<file path="src/rtl/cpsr_pkg.sv">
// ---------------------------------------------------------------------------
// cpsr_pkg
// types, register codes and helpers for the cursor patch scale/rotate block
// ---------------------------------------------------------------------------
package cpsr_pkg;

  localparam int IDX_W  = 22;
  localparam int DATA_W = 24;

  localparam logic        MODE_ROTATE = 1'b0;
  localparam logic        MODE_SCALE  = 1'b1;

  localparam logic [10:0] RST_PANEL_W = 11'd720;
  localparam logic [10:0] RST_PANEL_H = 11'd1280;
  localparam logic [9:0]  RST_FRAME_W = 10'd426;
  localparam logic [9:0]  RST_FRAME_H = 10'd240;

  typedef enum logic [2:0] {
    REG_MODE    = 3'd0,
    REG_PANEL_W = 3'd1,
    REG_PANEL_H = 3'd2,
    REG_FRAME_W = 3'd3,
    REG_FRAME_H = 3'd4
  } reg_idx_t;

  typedef enum logic [1:0] {
    ST_IDLE,
    ST_SETUP,
    ST_RUN
  } state_t;

  typedef struct packed {
    logic        mode;
    logic [10:0] panel_w;
    logic [10:0] panel_h;
    logic [9:0]  frame_w;
    logic [9:0]  frame_h;
  } cfg_t;

  // placement derived from the registers
  typedef struct packed {
    logic [IDX_W-1:0] row_top;
    logic [IDX_W-1:0] off_x;
    logic [IDX_W-1:0] off_y;
  } geom_t;

  // one write issued by the sequencer to the multiply-add unit
  typedef struct packed {
    logic              load;
    logic [IDX_W-1:0]  row;
    logic [IDX_W-1:0]  col;
    logic [DATA_W-1:0] data;
    logic              last;
  } step_t;

  // signed divide by two, truncating toward zero
  function automatic logic [12:0] halve_trunc(input logic [12:0] d);
    logic [12:0] t;
    t = d + {12'd0, d[12]};
    return {t[12], t[12:1]};
  endfunction

  function automatic logic [IDX_W-1:0] sext13(input logic [12:0] d);
    return {{(IDX_W-13){d[12]}}, d};
  endfunction

  function automatic logic [DATA_W-1:0] expand565(input logic [15:0] v);
    return {v[15:11], v[15:13], v[10:5], v[10:9], v[4:0], v[4:2]};
  endfunction

endpackage

</file>
<file path="src/rtl/cpsr_cfg.sv">
// ---------------------------------------------------------------------------
// cpsr_cfg
// register file on the apb port and registered panel placement offsets
// ---------------------------------------------------------------------------
module cpsr_cfg import cpsr_pkg::*; (
  input  logic        clk,
  input  logic        rst,
  input  logic        psel,
  input  logic        penable,
  input  logic        pwrite,
  input  logic [4:0]  paddr,
  input  logic [31:0] pwdata,
  output logic [31:0] prdata,
  output cfg_t        cfg,
  output geom_t       geom
);

  logic        wr_en;
  logic [2:0]  idx;
  logic [11:0] img;
  logic [12:0] diff_m;
  logic [12:0] margin;
  logic [12:0] fw3;
  logic [12:0] fh3;
  logic [12:0] diff_x;
  logic [12:0] diff_y;
  geom_t       geom_next;

  assign wr_en = psel && penable && pwrite;
  assign idx   = paddr[4:2];

  always_ff @(posedge clk) begin
    if (rst) begin
      cfg.mode    <= MODE_ROTATE;
      cfg.panel_w <= RST_PANEL_W;
      cfg.panel_h <= RST_PANEL_H;
      cfg.frame_w <= RST_FRAME_W;
      cfg.frame_h <= RST_FRAME_H;
    end else if (wr_en) begin
      unique case (idx)
        REG_MODE:    cfg.mode    <= pwdata[0];
        REG_PANEL_W: cfg.panel_w <= pwdata[10:0];
        REG_PANEL_H: cfg.panel_h <= pwdata[10:0];
        REG_FRAME_W: cfg.frame_w <= pwdata[9:0];
        REG_FRAME_H: cfg.frame_h <= pwdata[9:0];
        default: ;
      endcase
    end
  end

  always_comb begin
    unique case (idx)
      REG_MODE:    prdata = {31'd0, cfg.mode};
      REG_PANEL_W: prdata = {21'd0, cfg.panel_w};
      REG_PANEL_H: prdata = {21'd0, cfg.panel_h};
      REG_FRAME_W: prdata = {22'd0, cfg.frame_w};
      REG_FRAME_H: prdata = {22'd0, cfg.frame_h};
      default:     prdata = 32'd0;
    endcase
  end

  // centring, may go negative when the image is larger than the panel
  always_comb begin
    img    = {1'b0, cfg.frame_w, 1'b0} + {2'd0, cfg.frame_w};
    diff_m = {2'd0, cfg.panel_h} - {1'b0, img};
    margin = halve_trunc(diff_m);
    fw3    = {2'd0, cfg.frame_w, 1'b0} + {3'd0, cfg.frame_w};
    fh3    = {2'd0, cfg.frame_h, 1'b0} + {3'd0, cfg.frame_h};
    diff_x = {2'd0, cfg.panel_w} - {1'b0, fw3[12:1]};
    diff_y = {2'd0, cfg.panel_h} - {1'b0, fh3[12:1]};
    geom_next.row_top = sext13(margin) + {10'd0, img} - 22'd1;
    geom_next.off_x   = sext13(halve_trunc(diff_x));
    geom_next.off_y   = sext13(halve_trunc(diff_y));
  end

  always_ff @(posedge clk) begin
    geom <= geom_next;
  end

endmodule

</file>
<file path="src/rtl/cpsr_mac.sv">
// ---------------------------------------------------------------------------
// cpsr_mac
// shared multiply-add unit: framebuffer index = row * stride + column
// ---------------------------------------------------------------------------
module cpsr_mac import cpsr_pkg::*; (
  input  logic [IDX_W-1:0] row,
  input  logic [10:0]      stride,
  input  logic [IDX_W-1:0] col,
  output logic [IDX_W-1:0] index
);

  logic [IDX_W+10:0] prod;

  // only the low index bits matter, so negative rows wrap correctly
  assign prod  = {11'd0, row} * {{IDX_W{1'b0}}, stride};
  assign index = prod[IDX_W-1:0] + col;

endmodule

</file>
<file path="src/rtl/cpsr_seq.sv">
// ---------------------------------------------------------------------------
// cpsr_seq
// sequencer: latches an item, works out its write span and walks it
// ---------------------------------------------------------------------------
module cpsr_seq import cpsr_pkg::*; (
  input  logic        clk,
  input  logic        rst,
  input  cfg_t        cfg,
  input  geom_t       geom,
  input  logic        in_valid,
  output logic        in_ready,
  input  logic [9:0]  pixel_x,
  input  logic [9:0]  pixel_y,
  input  logic [10:0] patch_end_x,
  input  logic [10:0] patch_end_y,
  input  logic [15:0] pixel_value,
  input  logic        out_free,
  output step_t       step
);

  state_t state, state_next;

  logic [9:0]        px, py;
  logic [10:0]       ex, ey;
  logic [15:0]       val;
  logic [IDX_W-1:0]  row, col, row_base, col_start;
  logic [DATA_W-1:0] data;
  logic [1:0]        i, j, n_out, n_in;
  logic              inner_end, outer_end;

  logic [11:0]       p3x, p3y;
  logic [11:0]       x3a, x3b, y3a, y3b;
  logic [10:0]       x_lo, x_hi, y_lo, y_hi;
  logic [12:0]       ex3, ey3;
  logic [1:0]        ncols, nrows;
  logic [1:0]        s_out, s_in;
  logic [IDX_W-1:0]  s_row, s_col;

  // number of output positions in [lo, min(hi, lim))
  function automatic logic [1:0] span_cnt(input logic [10:0] lo, input logic [10:0] hi,
                                          input logic [11:0] lim);
    logic [11:0] e;
    logic [11:0] d;
    e = ({1'b0, hi} < lim) ? {1'b0, hi} : lim;
    d = e - {1'b0, lo};
    return (e > {1'b0, lo}) ? d[1:0] : 2'd0;
  endfunction

  always_comb begin
    p3x   = {1'b0, px, 1'b0} + {2'd0, px};
    p3y   = {1'b0, py, 1'b0} + {2'd0, py};
    x3a   = p3x + 12'd1;
    x3b   = p3x + 12'd4;
    y3a   = p3y + 12'd1;
    y3b   = p3y + 12'd4;
    x_lo  = x3a[11:1];
    x_hi  = x3b[11:1];
    y_lo  = y3a[11:1];
    y_hi  = y3b[11:1];
    ex3   = {1'b0, ex, 1'b0} + {2'd0, ex};
    ey3   = {1'b0, ey, 1'b0} + {2'd0, ey};
    ncols = span_cnt(x_lo, x_hi, ex3[12:1]);
    nrows = span_cnt(y_lo, y_hi, ey3[12:1]);
    if (cfg.mode == MODE_ROTATE) begin
      s_out = 2'd3;
      s_in  = 2'd3;
      s_row = geom.row_top - {10'd0, p3x};
      s_col = {10'd0, p3y};
    end else begin
      s_out = nrows;
      s_in  = ncols;
      s_row = geom.off_y + {11'd0, y_lo};
      s_col = geom.off_x + {11'd0, x_lo};
    end
  end

  assign inner_end = (j == n_in - 2'd1);
  assign outer_end = (i == n_out - 2'd1);

  always_ff @(posedge clk) begin
    if (rst) begin
      state <= ST_IDLE;
    end else begin
      state <= state_next;
    end
  end

  always_comb begin
    state_next = state;
    unique case (state)
      ST_IDLE: begin
        if (in_valid) state_next = ST_SETUP;
      end
      ST_SETUP: begin
        // pixel wholly past the patch edge gives no writes
        if (s_out == 2'd0 || s_in == 2'd0) state_next = ST_IDLE;
        else state_next = ST_RUN;
      end
      ST_RUN: begin
        if (step.load && step.last) state_next = ST_IDLE;
      end
      default: state_next = ST_IDLE;
    endcase
  end

  always_comb begin
    in_ready  = (state == ST_IDLE);
    step.load = (state == ST_RUN) && out_free;
    step.row  = row;
    step.col  = col;
    step.data = data;
    step.last = inner_end && outer_end;
  end

  always_ff @(posedge clk) begin
    if (in_valid && in_ready) begin
      px  <= pixel_x;
      py  <= pixel_y;
      ex  <= patch_end_x;
      ey  <= patch_end_y;
      val <= pixel_value;
    end
    if (state == ST_SETUP) begin
      row_base  <= s_row;
      col_start <= s_col;
      row       <= s_row;
      col       <= s_col;
      n_out     <= s_out;
      n_in      <= s_in;
      i         <= 2'd0;
      j         <= 2'd0;
      data      <= (cfg.mode == MODE_ROTATE) ? {8'd0, val} : expand565(val);
    end else if (step.load) begin
      if (inner_end) begin
        i <= i + 2'd1;
        j <= 2'd0;
      end else begin
        j <= j + 2'd1;
      end
      // rotate: dx walks up the panel, dy steps across; scale: rows outer
      if (cfg.mode == MODE_ROTATE) begin
        if (inner_end) begin
          row <= row_base;
          col <= col + 22'd1;
        end else begin
          row <= row - 22'd1;
        end
      end else begin
        if (inner_end) begin
          row <= row + 22'd1;
          col <= col_start;
        end else begin
          col <= col + 22'd1;
        end
      end
    end
  end

endmodule

</file>
<file path="src/rtl/cursor_patch_scale_rotate.sv">
// ---------------------------------------------------------------------------
// cursor_patch_scale_rotate
// cursor patch pixel to panel framebuffer writes, 3x rotate or 1.5x rgb888
// ---------------------------------------------------------------------------
// channel   direction  handshake               payload
// config    in         psel/penable/pwrite     paddr, pwdata, prdata
// pixel     in         in_valid/in_ready       pixel_x, pixel_y, patch_end_x/y, pixel_value
// write     out        out_valid/out_ready     pixel_index, pixel_data, last
//
// an item is accepted, set up in the setup state, then given n writes at one a cycle while the output is free
// n is 9 in rotate mode and 0 to 4 in scale mode
// the write rate is set by the single multiply-add unit, one index per cycle unless the output stalls
// a stalled output register holds the sequencer; the next item can be taken while the last write still waits
// synchronous reset restores the register defaults and empties the output register
// ---------------------------------------------------------------------------
module cursor_patch_scale_rotate import cpsr_pkg::*; (
  input  logic              clk,
  input  logic              rst,
  input  logic              psel,
  input  logic              penable,
  input  logic              pwrite,
  input  logic [4:0]        paddr,
  input  logic [31:0]       pwdata,
  output logic [31:0]       prdata,
  output logic              pready,
  input  logic              in_valid,
  output logic              in_ready,
  input  logic [9:0]        pixel_x,
  input  logic [9:0]        pixel_y,
  input  logic [10:0]       patch_end_x,
  input  logic [10:0]       patch_end_y,
  input  logic [15:0]       pixel_value,
  output logic              out_valid,
  input  logic              out_ready,
  output logic [IDX_W-1:0]  pixel_index,
  output logic [DATA_W-1:0] pixel_data,
  output logic              last
);

  cfg_t             cfg;
  geom_t            geom;
  step_t            step;
  logic             out_free;
  logic [IDX_W-1:0] mac_index;

  assign pready   = 1'b1;
  assign out_free = !out_valid || out_ready;

  cpsr_cfg u_cfg (
    .clk     (clk),
    .rst     (rst),
    .psel    (psel),
    .penable (penable),
    .pwrite  (pwrite),
    .paddr   (paddr),
    .pwdata  (pwdata),
    .prdata  (prdata),
    .cfg     (cfg),
    .geom    (geom)
  );

  cpsr_seq u_seq (
    .clk         (clk),
    .rst         (rst),
    .cfg         (cfg),
    .geom        (geom),
    .in_valid    (in_valid),
    .in_ready    (in_ready),
    .pixel_x     (pixel_x),
    .pixel_y     (pixel_y),
    .patch_end_x (patch_end_x),
    .patch_end_y (patch_end_y),
    .pixel_value (pixel_value),
    .out_free    (out_free),
    .step        (step)
  );

  cpsr_mac u_mac (
    .row    (step.row),
    .stride (cfg.panel_w),
    .col    (step.col),
    .index  (mac_index)
  );

  always_ff @(posedge clk) begin
    if (rst) begin
      out_valid <= 1'b0;
    end else if (out_free) begin
      out_valid <= step.load;
    end
  end

  always_ff @(posedge clk) begin
    if (step.load) begin
      pixel_index <= mac_index;
      pixel_data  <= step.data;
      last        <= step.last;
    end
  end

endmodule

</file>
<file path="config.mk">
export PLATFORM = sky130hd
export DESIGN_NAME = cursor_patch_scale_rotate
export DESIGN_NICKNAME = d
export VERILOG_FILES = /design/src/rtl/cpsr_pkg.sv /design/src/rtl/cpsr_cfg.sv /design/src/rtl/cpsr_mac.sv /design/src/rtl/cpsr_seq.sv /design/src/rtl/cursor_patch_scale_rotate.sv
export SDC_FILE = /design/constraint.sdc
export NUM_CORES = 1
export LEC_CHECK = 0
export BUFFER_PORTS_ARGS = -buffer_cell sky130_fd_sc_hd__buf_2
export CAP_MARGIN = 40
export CORE_MARGIN = 2
export CORE_UTILIZATION = 60
export CTS_CLUSTER_DIAMETER = 80
export DETAILED_ROUTE_END_ITERATION = 7
export PLACE_DENSITY = 0.79
export SYNTH_ARGS = -nofsm -noshare
export SYNTH_HDL_FRONTEND = slang
export SYNTH_SLANG_ARGS = --single-unit
</file>
<file path="constraint.sdc">
create_clock -name clk -period 7.86 [get_ports clk]
set_input_delay 2.358 -clock clk [delete_from_list [all_inputs] [get_ports clk]]
set_output_delay 2.358 -clock clk [all_outputs]
set_load 0.05 [all_outputs]
</file>
==> impl_metrics.env, run 1 <==
export IMPL_synth_warnings=0
export IMPL_status="finished clean"
export IMPL_synth_edf_count=206
export IMPL_grt_first_pass_wirelength_um=101000
export IMPL_slowest_delay_ns=0.43
export IMPL_worstMarginPinSlew_ns=0.918
export IMPL_slew_headroom=0.387
export IMPL_ys_seq_area_frac=0.305
export IMPL_synth_common_cells="nand2_1 (350), inv_1 (340), ha_1 (233)"
export IMPL_critical_path_slowest_cell="fa_1"
export IMPL_synth_top_cell_area_share=0.233
export IMPL_critPathMostFrequentCell="or2_2"
export IMPL_cts_sinks=302
export IMPL_worstPathMaxFanout=6
export IMPL_required_ns=8.31
export IMPL_synth_cells=2846
export IMPL_track_usage=0.271
export IMPL_die_x_um=214
export IMPL_synth_area_um2=26600
export IMPL_finalCritPeriodShare=0.953
export IMPL_fin_crit_ns=7.49
export IMPL_wire_per_inst_um=17.4
export IMPL_setup_viol=0
export IMPL_cp_start_kind="flop"
export IMPL_cts_root_buffer="clkbuf_16"
export IMPL_firstDrtPassIters=5
export IMPL_drive_gt1_frac=0.104
export IMPL_holdWs_ns=0.417
export IMPL_ys_async_sr_fraction=0
export IMPL_finalHoldViolations=0
export IMPL_ioPinCount=184
export IMPL_skew_ns=0.0211
export IMPL_vias=20200
export IMPL_arrival_ns=7.94
export IMPL_core_area_um2=43900
export IMPL_total_power_mw=8.54
export IMPL_dp_hpwl_um=47700
export IMPL_dp_slack_ns=0.185
export IMPL_start_util=0.604
export IMPL_layout_nets=3438
export IMPL_fmaxAchievable_ghz=0.134
export IMPL_rows=77
export IMPL_cts_htree_levels=2
export IMPL_yosys_area_top_type="edfxtp_1"
export IMPL_drv_slew=0
export IMPL_cts_buffer_depth=3
export IMPL_setup_slack_ns=0.371
export IMPL_clk_pin_slew_ns=0.06
export IMPL_gr_total_overflow=0
export IMPL_gp_congestion=0.928
export IMPL_synthFlopType="edfxtp_1"
export IMPL_grt_start_max_net_pins=68
export IMPL_drtIter0Drc=1474
export IMPL_synth_most_common_cell="nand2_1"
export IMPL_antenna_found_initial=0
export IMPL_portBuffers=138
export IMPL_ctsHoldBuffers=0
export IMPL_ys_ff_latch=302
export IMPL_area_growth_syn_to_layout_pct=9.24
export IMPL_synthTopCellsByArea="edfxtp_1 (23%), fa_1 (12%), ha_1 (11%)"
export IMPL_grt_pass1_vias=20700
export IMPL_synth_area_per_cell_um2=9.33
export IMPL_rsz0062_at_grt="true"
export IMPL_worstSetupPathType="flop to flop"
export IMPL_cp_end_kind="flop"
export IMPL_via_per_inst=5.67
export IMPL_irDropWorstVdd_v=0.000330
export IMPL_cts_tree="yes"
export IMPL_dieArea_um2=46000
export IMPL_finalWirelength_um=61900
export IMPL_num_antenna_cells=0
export IMPL_max_cap_viol_count=0
export IMPL_worstHoldPathType="flop to flop"
export IMPL_drc=0
export IMPL_post_synth_num_cell_types=84
export IMPL_power_density_nw_per_um2=294
export IMPL_insertion_delay_ns=0.56
export IMPL_leakage_nw=12.6
export IMPL_die_y_um=214
export IMPL_cts_made_buffers=36
export IMPL_ant_nets=0
layer usage:
layer | track usage | share of wire | up-vias
met5 | 0 | 0 | -
met4 | 0.108 | 0.034 | 0
met3 | 0.0287 | 0.051 | 137
met2 | 0.494 | 0.51 | 577
met1 | 0.328 | 0.40 | 9749
li1 | - | - | 9704
logic make-up (layout without fill, tap and decap cells):
group                      count (synthesis)  count (layout)  synth area share
buffers and inverters                    472             573            0.0703
adders and majority gates                409             409             0.238
muxes                                     51              51            0.0210
and+or+nand+nor                          799             799             0.142
other                                      2              22          0.000283
AOI/OAI and AO/OA                        524             524             0.125
xor gates and xnor gates                 287             287            0.0981
DFF                                      302             302             0.305
registers in the layout, indices dropped and copies added, names as in the netlist:
name / count
u_seq.col: 22
u_seq.row_base: 22
u_seq.ex: 11
pixel_data: 21
u_seq.n_in: 2
u_seq.col_start: 13
last: 1
u_seq.val: 16
out_valid: 1
u_seq.state: 2
pixel_index: 22
u_cfg.geom: 46
u_seq.i: 2
u_seq.row: 22
u_seq.j: 2
u_seq.ey: 11
u_seq.px: 10
u_seq.n_out: 2
u_seq.data: 21
u_seq.py: 10
u_cfg.cfg: 43
worst max-delay path, delay by kind of cell (launching register included):
family / cells / cell delay [ns]
AO/OA/AOI/OAI: 9 / 1.55
XOR/XNOR: 3 / 0.45
adder cells (fa/ha/maj): 7 / 2.32
buffers and inverters: 3 / 0.27
flip-flops: 1 / 0.38
AND/OR/NAND/NOR: 10 / 2.41
power breakdown:
part / internal [mW] / leakage, nW / total, mW / switching (mW)
Combinational: 1.98 / 9.31 / 4.59 / 2.61
Sequential: 2.10 / 2.71 / 2.27 / 0.175
Clock: 0.966 / 0.593 / 1.67 / 0.709
Total: 5.04 / 12.6 / 8.54 / 3.50
repair_timing:
action / in CTS / in global routing
setup buffers: 0 / 2
gates resized for setup: 0 / 15
endpoints found under the setup margin: 0 / 13
layout make-up:
| type | instances | area, um^2 |
|---|---|---|
| Multi-Input combinational cell | 2092 | 16700 |
| Fill cell | 3450 | 14900 |
| Sequential cell | 302 | 8110 |
| Inverter | 342 | 1280 |
| Clock inverter | 17 | 144 |
| Tap cell | 592 | 741 |
| Timing Repair Buffer | 165 | 921 |
| Clock buffer | 49 | 1060 |
worst paths after layout:
| kind | cells after the start | end | slack, ns | startpoint |
|---|---|---|---|---|
| max | 32 | u_cfg.geom[58] | 0.37 | u_cfg.cfg[11] |
| min | 0 | pixel_data[2] | 0.42 | u_seq.data[2] |
| max reg2reg | 32 | u_cfg.geom[58] | 0.37 | u_cfg.cfg[11] |
| min reg2reg | 0 | pixel_data[2] | 0.42 | u_seq.data[2] |
metrics by stage:
step / instance area [um^2] / TNS (ns) / cells / utilization
after floorplan: 26600 / 0 / 2866 / -
after global placement: 27700 / 0 / 3489 / 0.630
after detailed placement: 27700 / 0 / 3491 / 0.631
after CTS: 28900 / 0 / 3557 / 0.658
after global routing: 29000 / -0.0250 / 3559 / 0.660
final: 29000 / 0 / 3559 / 0.660
cell usage in the layout, fill, tap and decap left out, types with 32 or more instances in the layout:
master	instances
ha_1	231
dfxtp_1	95
buf_2	138
nor2_1	150
a211oi_1	32
nand3_1	40
clkbuf_16	40
o21bai_1	47
o21ai_0	117
nand2_1	350
inv_1	338
fa_1	164
and2_1	71
a21oi_1	156
edfxtp_1	206
xnor2_1	208
a21o_1	50
xor2_1	71
(Power assumes the default switching activity.)
==> run 2: changes to the inputs <==
--- a/config.mk
+++ b/config.mk
@@ -5,13 +5,13 @@
 export SDC_FILE = /design/constraint.sdc
 export NUM_CORES = 1
 export LEC_CHECK = 0
-export BUFFER_PORTS_ARGS = -buffer_cell sky130_fd_sc_hd__buf_2
 export CAP_MARGIN = 40
 export CORE_MARGIN = 2
 export CORE_UTILIZATION = 60
 export CTS_CLUSTER_DIAMETER = 80
 export DETAILED_ROUTE_END_ITERATION = 7
-export PLACE_DENSITY = 0.79
+export DONT_BUFFER_PORTS = 1
+export PLACE_DENSITY = 0.76
 export SYNTH_ARGS = -nofsm -noshare
 export SYNTH_HDL_FRONTEND = slang
 export SYNTH_SLANG_ARGS = --single-unit
==> impl_metrics.env, run 2 (synthesis results as in run 1) <==
export IMPL_finalCritPeriodShare=0.941
export IMPL_clk_pin_slew_ns=0.06
export IMPL_cts_made_buffers=37
export IMPL_worstSetupPathType="flop to flop"
export IMPL_antenna_found_initial=0
export IMPL_layout_nets=3316
export IMPL_r2r_setup_slack_ns=0.46
export IMPL_multiInputGateArea_um2=16800
export IMPL_final_core_utilization=0.648
export IMPL_drv_slew=0
export IMPL_dp_hpwl_um=47500
export IMPL_setup_viol=0
export IMPL_num_antenna_cells=0
export IMPL_die_x_um=214
export IMPL_core_area_um2=43900
export IMPL_slew_headroom=0.381
export IMPL_die_y_um=214
export IMPL_gp_congestion=0.912
export IMPL_worstPathMaxFanout=6
export IMPL_area_growth_syn_to_layout_pct=7.27
export IMPL_wire_per_inst_um=17.8
export IMPL_finalWirelength_um=61200
export IMPL_max_cap_viol_count=0
export IMPL_cts_buffer_depth=3
export IMPL_switching_share=0.407
export IMPL_total_power_mw=8.52
export IMPL_power_density_nw_per_um2=299
export IMPL_grt_start_max_net_pins=80
export IMPL_crit_path_end="u_cfg.geom[62]"
export IMPL_skew_ns=0.0192
export IMPL_status="finished clean"
export IMPL_track_usage=0.267
export IMPL_slowest_delay_ns=0.43
export IMPL_max_flop_register="u_cfg.geom"
export IMPL_largest_reg_flops=46
export IMPL_reg_top3="u_cfg.geom (46), u_cfg.cfg (43)"
export IMPL_r2r_end="u_cfg.geom[62]"
export IMPL_dieArea_um2=46000
export IMPL_cp_start_kind="flop"
export IMPL_rows=77
export IMPL_startpoint="u_cfg.cfg[11]"
export IMPL_p_comb_frac=0.510
export IMPL_firstDrtPassIters=5
export IMPL_vias=19500
export IMPL_required_ns=8.30
export IMPL_drive_gt1_frac=0.0682
export IMPL_irDropWorstVdd_v=0.000356
export IMPL_ioPinCount=184
export IMPL_worstReg2RegStart="u_cfg.cfg[11]"
export IMPL_final_seq_area_um2=8110
export IMPL_gr_total_overflow=0
export IMPL_worstMarginPinSlew_ns=0.928
export IMPL_cts_tree="yes"
export IMPL_final_cell_area_um2=28500
export IMPL_leakage_nw=12.2
export IMPL_fmaxAchievable_ghz=0.135
export IMPL_final_common_cell="nand2_1"
export IMPL_rr_worst_depth=32
export IMPL_seqPwrFrac=0.286
export IMPL_via_per_inst=5.68
export IMPL_cp_depth=32
export IMPL_cp_end_kind="flop"
export IMPL_switchingPower_mw=3.46
export IMPL_arrival_ns=7.84
export IMPL_cp_top_family="simple AND/OR/NAND/NOR gates"
export IMPL_drc=0
export IMPL_cts_htree_levels=2
export IMPL_worst_path_buf_inv=3
export IMPL_ctsHoldBuffers=0
export IMPL_n_fill_cell=3638
export IMPL_cts_sinks=302
export IMPL_grt_pass1_vias=19900
export IMPL_drtIter0Drc=1131
export IMPL_critPathMostFrequentCell="or2_2"
export IMPL_rsz0062_at_grt="false"
export IMPL_fin_tns_setup_ns=0
export IMPL_setup_slack_ns=0.463
export IMPL_layout_common_cells="nand2_1 (350), inv_1 (338), ha_1 (231)"
export IMPL_critical_path_slowest_cell="fa_1"
export IMPL_dp_slack_ns=0.169
export IMPL_clkPwrFrac=0.204
export IMPL_finalHoldViolations=0
export IMPL_ant_nets=0
export IMPL_grt_first_pass_wirelength_um=99400
export IMPL_fin_crit_ns=7.40
export IMPL_cts_root_buffer="clkbuf_16"
export IMPL_intPower_mw=5.05
export IMPL_insertion_delay_ns=0.57
export IMPL_dpl_instance_area_um2=27100
export IMPL_portBuffers=0
export IMPL_start_util=0.604
export IMPL_worstHoldPathType="flop to flop"
==> run 2: cell types whose count changed in the layout (fill, tap and decap cells not counted), sizes merged <==
cell / change
clkinv: +6
bufinv: +3
clkbuf: -8
buf: -123
inv: -3
clkinvlp: +3
==> run 2: power groups by stage <==
stage                     Sequential, mW  Combinational (mW)  Clock [mW]
final                               2.43                4.34        1.74
after global routing                2.45                4.93        1.82
after CTS                           2.43                4.36        1.77
after detailed placement            2.47                4.32           0
after global placement              2.46                4.14           0
after floorplan                     2.35                3.51           0
==> run 2: what timing repair did <==
item	4_1_cts	5_1_grt
endpoints found under the setup margin	0	13
setup buffers	0	2
gates resized for setup	0	20
==> run 2: cell type report <==
| type | instances | area share |
|---|---|---|
| clock buffer | 41 | 0.0341 |
| clock inverter | 26 | 0.00940 |
| inverter | 342 | 0.0451 |
| multi-input combinational | 2092 | 0.589 |
| sequential | 302 | 0.285 |
| tap | 592 | 0.0260 |
| timing repair buffer | 42 | 0.0120 |
==> run 2: metrics by stage <==
stage / hold WS [ns] / std cells
floorplan: 0.400 / 2866
global placement: 0.401 / 3352
detailed placement: 0.405 / 3367
CTS: 0.420 / 3434
global route: 0.426 / 3437
finish: 0.418 / 3437
==> run 2: routing by layer <==
layer  routed length, um  part of all wire  track usage
met5                   0                 0            0
met1               25300              0.41        0.331
met4                1780             0.029       0.0931
met2               31200              0.51        0.481
met3                2930             0.048       0.0333
==> run 2: worst min path at each step <==
stage                         startpoint             end  slack, ns  depth (start not counted)
after global routing       u_seq.data[2]   pixel_data[2]       0.43                          0
final                     u_seq.data[11]  pixel_data[11]       0.42                          0
after floorplan            u_seq.data[0]   pixel_data[0]       0.40                          0
after detailed placement  u_seq.data[11]  pixel_data[11]       0.40                          0
after global placement    u_seq.data[14]  pixel_data[14]       0.40                          0
after CTS                 u_seq.data[11]  pixel_data[11]       0.42                          0
==> run 3: changes to the inputs <==
--- a/config.mk
+++ b/config.mk
@@ -12,6 +12,7 @@
 export DETAILED_ROUTE_END_ITERATION = 7
 export DONT_BUFFER_PORTS = 1
 export PLACE_DENSITY = 0.76
+export SLEW_MARGIN = 20
 export SYNTH_ARGS = -nofsm -noshare
 export SYNTH_HDL_FRONTEND = slang
 export SYNTH_SLANG_ARGS = --single-unit
==> constraint.sdc (replaced) <==
create_clock -name clk -period 8.8 [get_ports clk]
set_input_delay 2.64 -clock clk [delete_from_list [all_inputs] [get_ports clk]]
set_output_delay 2.64 -clock clk [all_outputs]
set_load 0.05 [all_outputs]
==> impl_metrics.env, run 3 (synthesis results as in run 1) <==
export IMPL_ant_nets=0
export IMPL_drtIter0Drc=1190
export IMPL_worstMarginPinSlew_ns=0.896
export IMPL_via_per_inst=5.69
export IMPL_cts_htree_levels=2
export IMPL_rsz0062_at_grt="false"
export IMPL_slew_headroom=0.404
export IMPL_track_usage=0.265
export IMPL_slowest_delay_ns=0.65
export IMPL_cts_root_buffer="clkbuf_16"
export IMPL_gp_congestion=0.929
export IMPL_num_antenna_cells=0
export IMPL_portBuffers=0
export IMPL_layout_nets=3313
export IMPL_grt_start_max_net_pins=90
export IMPL_gr_total_overflow=0
export IMPL_antenna_found_initial=1
export IMPL_dieArea_um2=46000
export IMPL_finalCritPeriodShare=0.885
export IMPL_leakage_nw=12.1
export IMPL_rows=77
export IMPL_worstReg2RegStart="u_cfg.cfg[10]"
export IMPL_irDropWorstVdd_v=0.000304
export IMPL_die_y_um=214
export IMPL_cp_end_kind="flop"
export IMPL_grt_pass1_vias=19700
export IMPL_power_density_nw_per_um2=269
export IMPL_ctsHoldBuffers=0
export IMPL_layout_common_cells="nand2_1 (350), inv_1 (338), ha_1 (233)"
export IMPL_startpoint="u_cfg.cfg[10]"
export IMPL_largest_reg_flops=46
export IMPL_dp_hpwl_um=47800
export IMPL_max_flop_register="u_cfg.geom"
export IMPL_total_power_mw=7.63
export IMPL_area_growth_syn_to_layout_pct=7.05
export IMPL_stdcell_count=3434
export IMPL_worstHoldPathType="flop to flop"
export IMPL_status="finished clean"
export IMPL_finalHoldViolations=0
export IMPL_worstSetupPathType="flop to flop"
export IMPL_setup_viol=0
export IMPL_core_area_um2=43900
export IMPL_cts_buffer_depth=3
export IMPL_grt_first_pass_wirelength_um=98200
export IMPL_worstPathMaxFanout=11
export IMPL_dpl_cell_count=3366
export IMPL_cts_made_buffers=37
export IMPL_skew_ns=0.0292
export IMPL_fin_tns_setup_ns=0
export IMPL_max_cap_viol_count=0
export IMPL_cp_start_kind="flop"
export IMPL_reg_top3="u_cfg.geom (46), u_cfg.cfg (43)"
export IMPL_wire_per_inst_um=17.8
export IMPL_cts_sinks=302
export IMPL_vias=19500
export IMPL_clk_pin_slew_ns=0.06
export IMPL_final_seq_area_um2=8110
export IMPL_drv_slew=0
export IMPL_cts_setup_buffers=0
export IMPL_firstDrtPassIters=5
export IMPL_final_common_cell="nand2_1"
export IMPL_drc=0
export IMPL_ioPinCount=184
export IMPL_fmaxAchievable_ghz=0.128
export IMPL_die_x_um=214
export IMPL_drive_gt1_frac=0.0588
export IMPL_critical_path_slowest_cell="xor2_1"
export IMPL_cts_resized_gates=0
export IMPL_final_core_utilization=0.647
export IMPL_n_fill_cell=3564
export IMPL_finalWirelength_um=61000
export IMPL_hp_start="u_seq.data[1]"
export IMPL_start_util=0.604
export IMPL_fin_crit_ns=7.79
export IMPL_insertion_delay_ns=0.58
export IMPL_required_ns=9.24
export IMPL_arrival_ns=8.22
export IMPL_multiInputGateArea_um2=16700
export IMPL_cts_tree="yes"
==> run 3: cell types whose count changed in the layout (fill, tap and decap cells not counted), moves of 3 or more <==
| cell | change |
|---|---|
| o41ai_2 | -4 |
| o41ai_1 | +4 |
| clkbuf_1 | +7 |
| clkinv_4 | -3 |
| buf_4 | -6 |
==> run 3: worst max-delay path: cells and delay by family (launching register included) <==
family                     cells  cell delay (ns)
AOI/OAI and AO/OA             12             2.60
adders and majority gates      7             2.24
and+or+nand+nor                8             1.17
xor gates and xnor gates       4             1.16
DFF                            1             0.38
buffers and inverters          1             0.11
==> run 3: path summary, 6_finish.rpt <==
kind	to	cells past startpoint	slack (ns)
setup / recovery	u_cfg.geom[56]	32	1.01
hold reg to reg	pixel_data[1]	0	0.42
setup reg to reg	u_cfg.geom[56]	32	1.01
hold / removal	pixel_data[1]	0	0.42
==> run 3: routing by layer <==
metal  GRT usage  vias up  share of wire
met5           0        -        0.00021
met4       0.123        2          0.045
met3      0.0411      154          0.051
met2       0.468      503           0.50
met1       0.318     9428           0.40
li1            -     9438              -
==> run 3: area by class of cell <==
type | instances | share of cell area
Sequential cell | 302 | 0.285
Clock inverter | 21 | 0.0107
Multi-Input combinational cell | 2092 | 0.586
Clock buffer | 46 | 0.0338
Tap cell | 592 | 0.0261
Timing Repair Buffer | 39 | 0.0127
Inverter | 342 | 0.0452
==> run 3: per-stage QoR <==
| step | setup slack, ns | cell area (um^2) | hold WS [ns] |
|---|---|---|---|
| 6_report | 1.01 | 28400 | 0.417 |
| 5_1_grt | 0.453 | 28400 | 0.429 |
| 4_1_cts | 1.04 | 28400 | 0.418 |
| 3_5_place_dp | 1.11 | 27100 | 0.405 |
| 3_3_place_gp | 1.24 | 27000 | 0.402 |
| 2_1_floorplan | 1.68 | 26600 | 0.400 |
==> run 3: power breakdown <==
part	total, mW	switching (mW)	internal, mW
Combinational	3.89	2.16	1.73
Sequential	2.17	0.294	1.88
Clock	1.58	0.634	0.941
Total	7.63	3.09	4.55
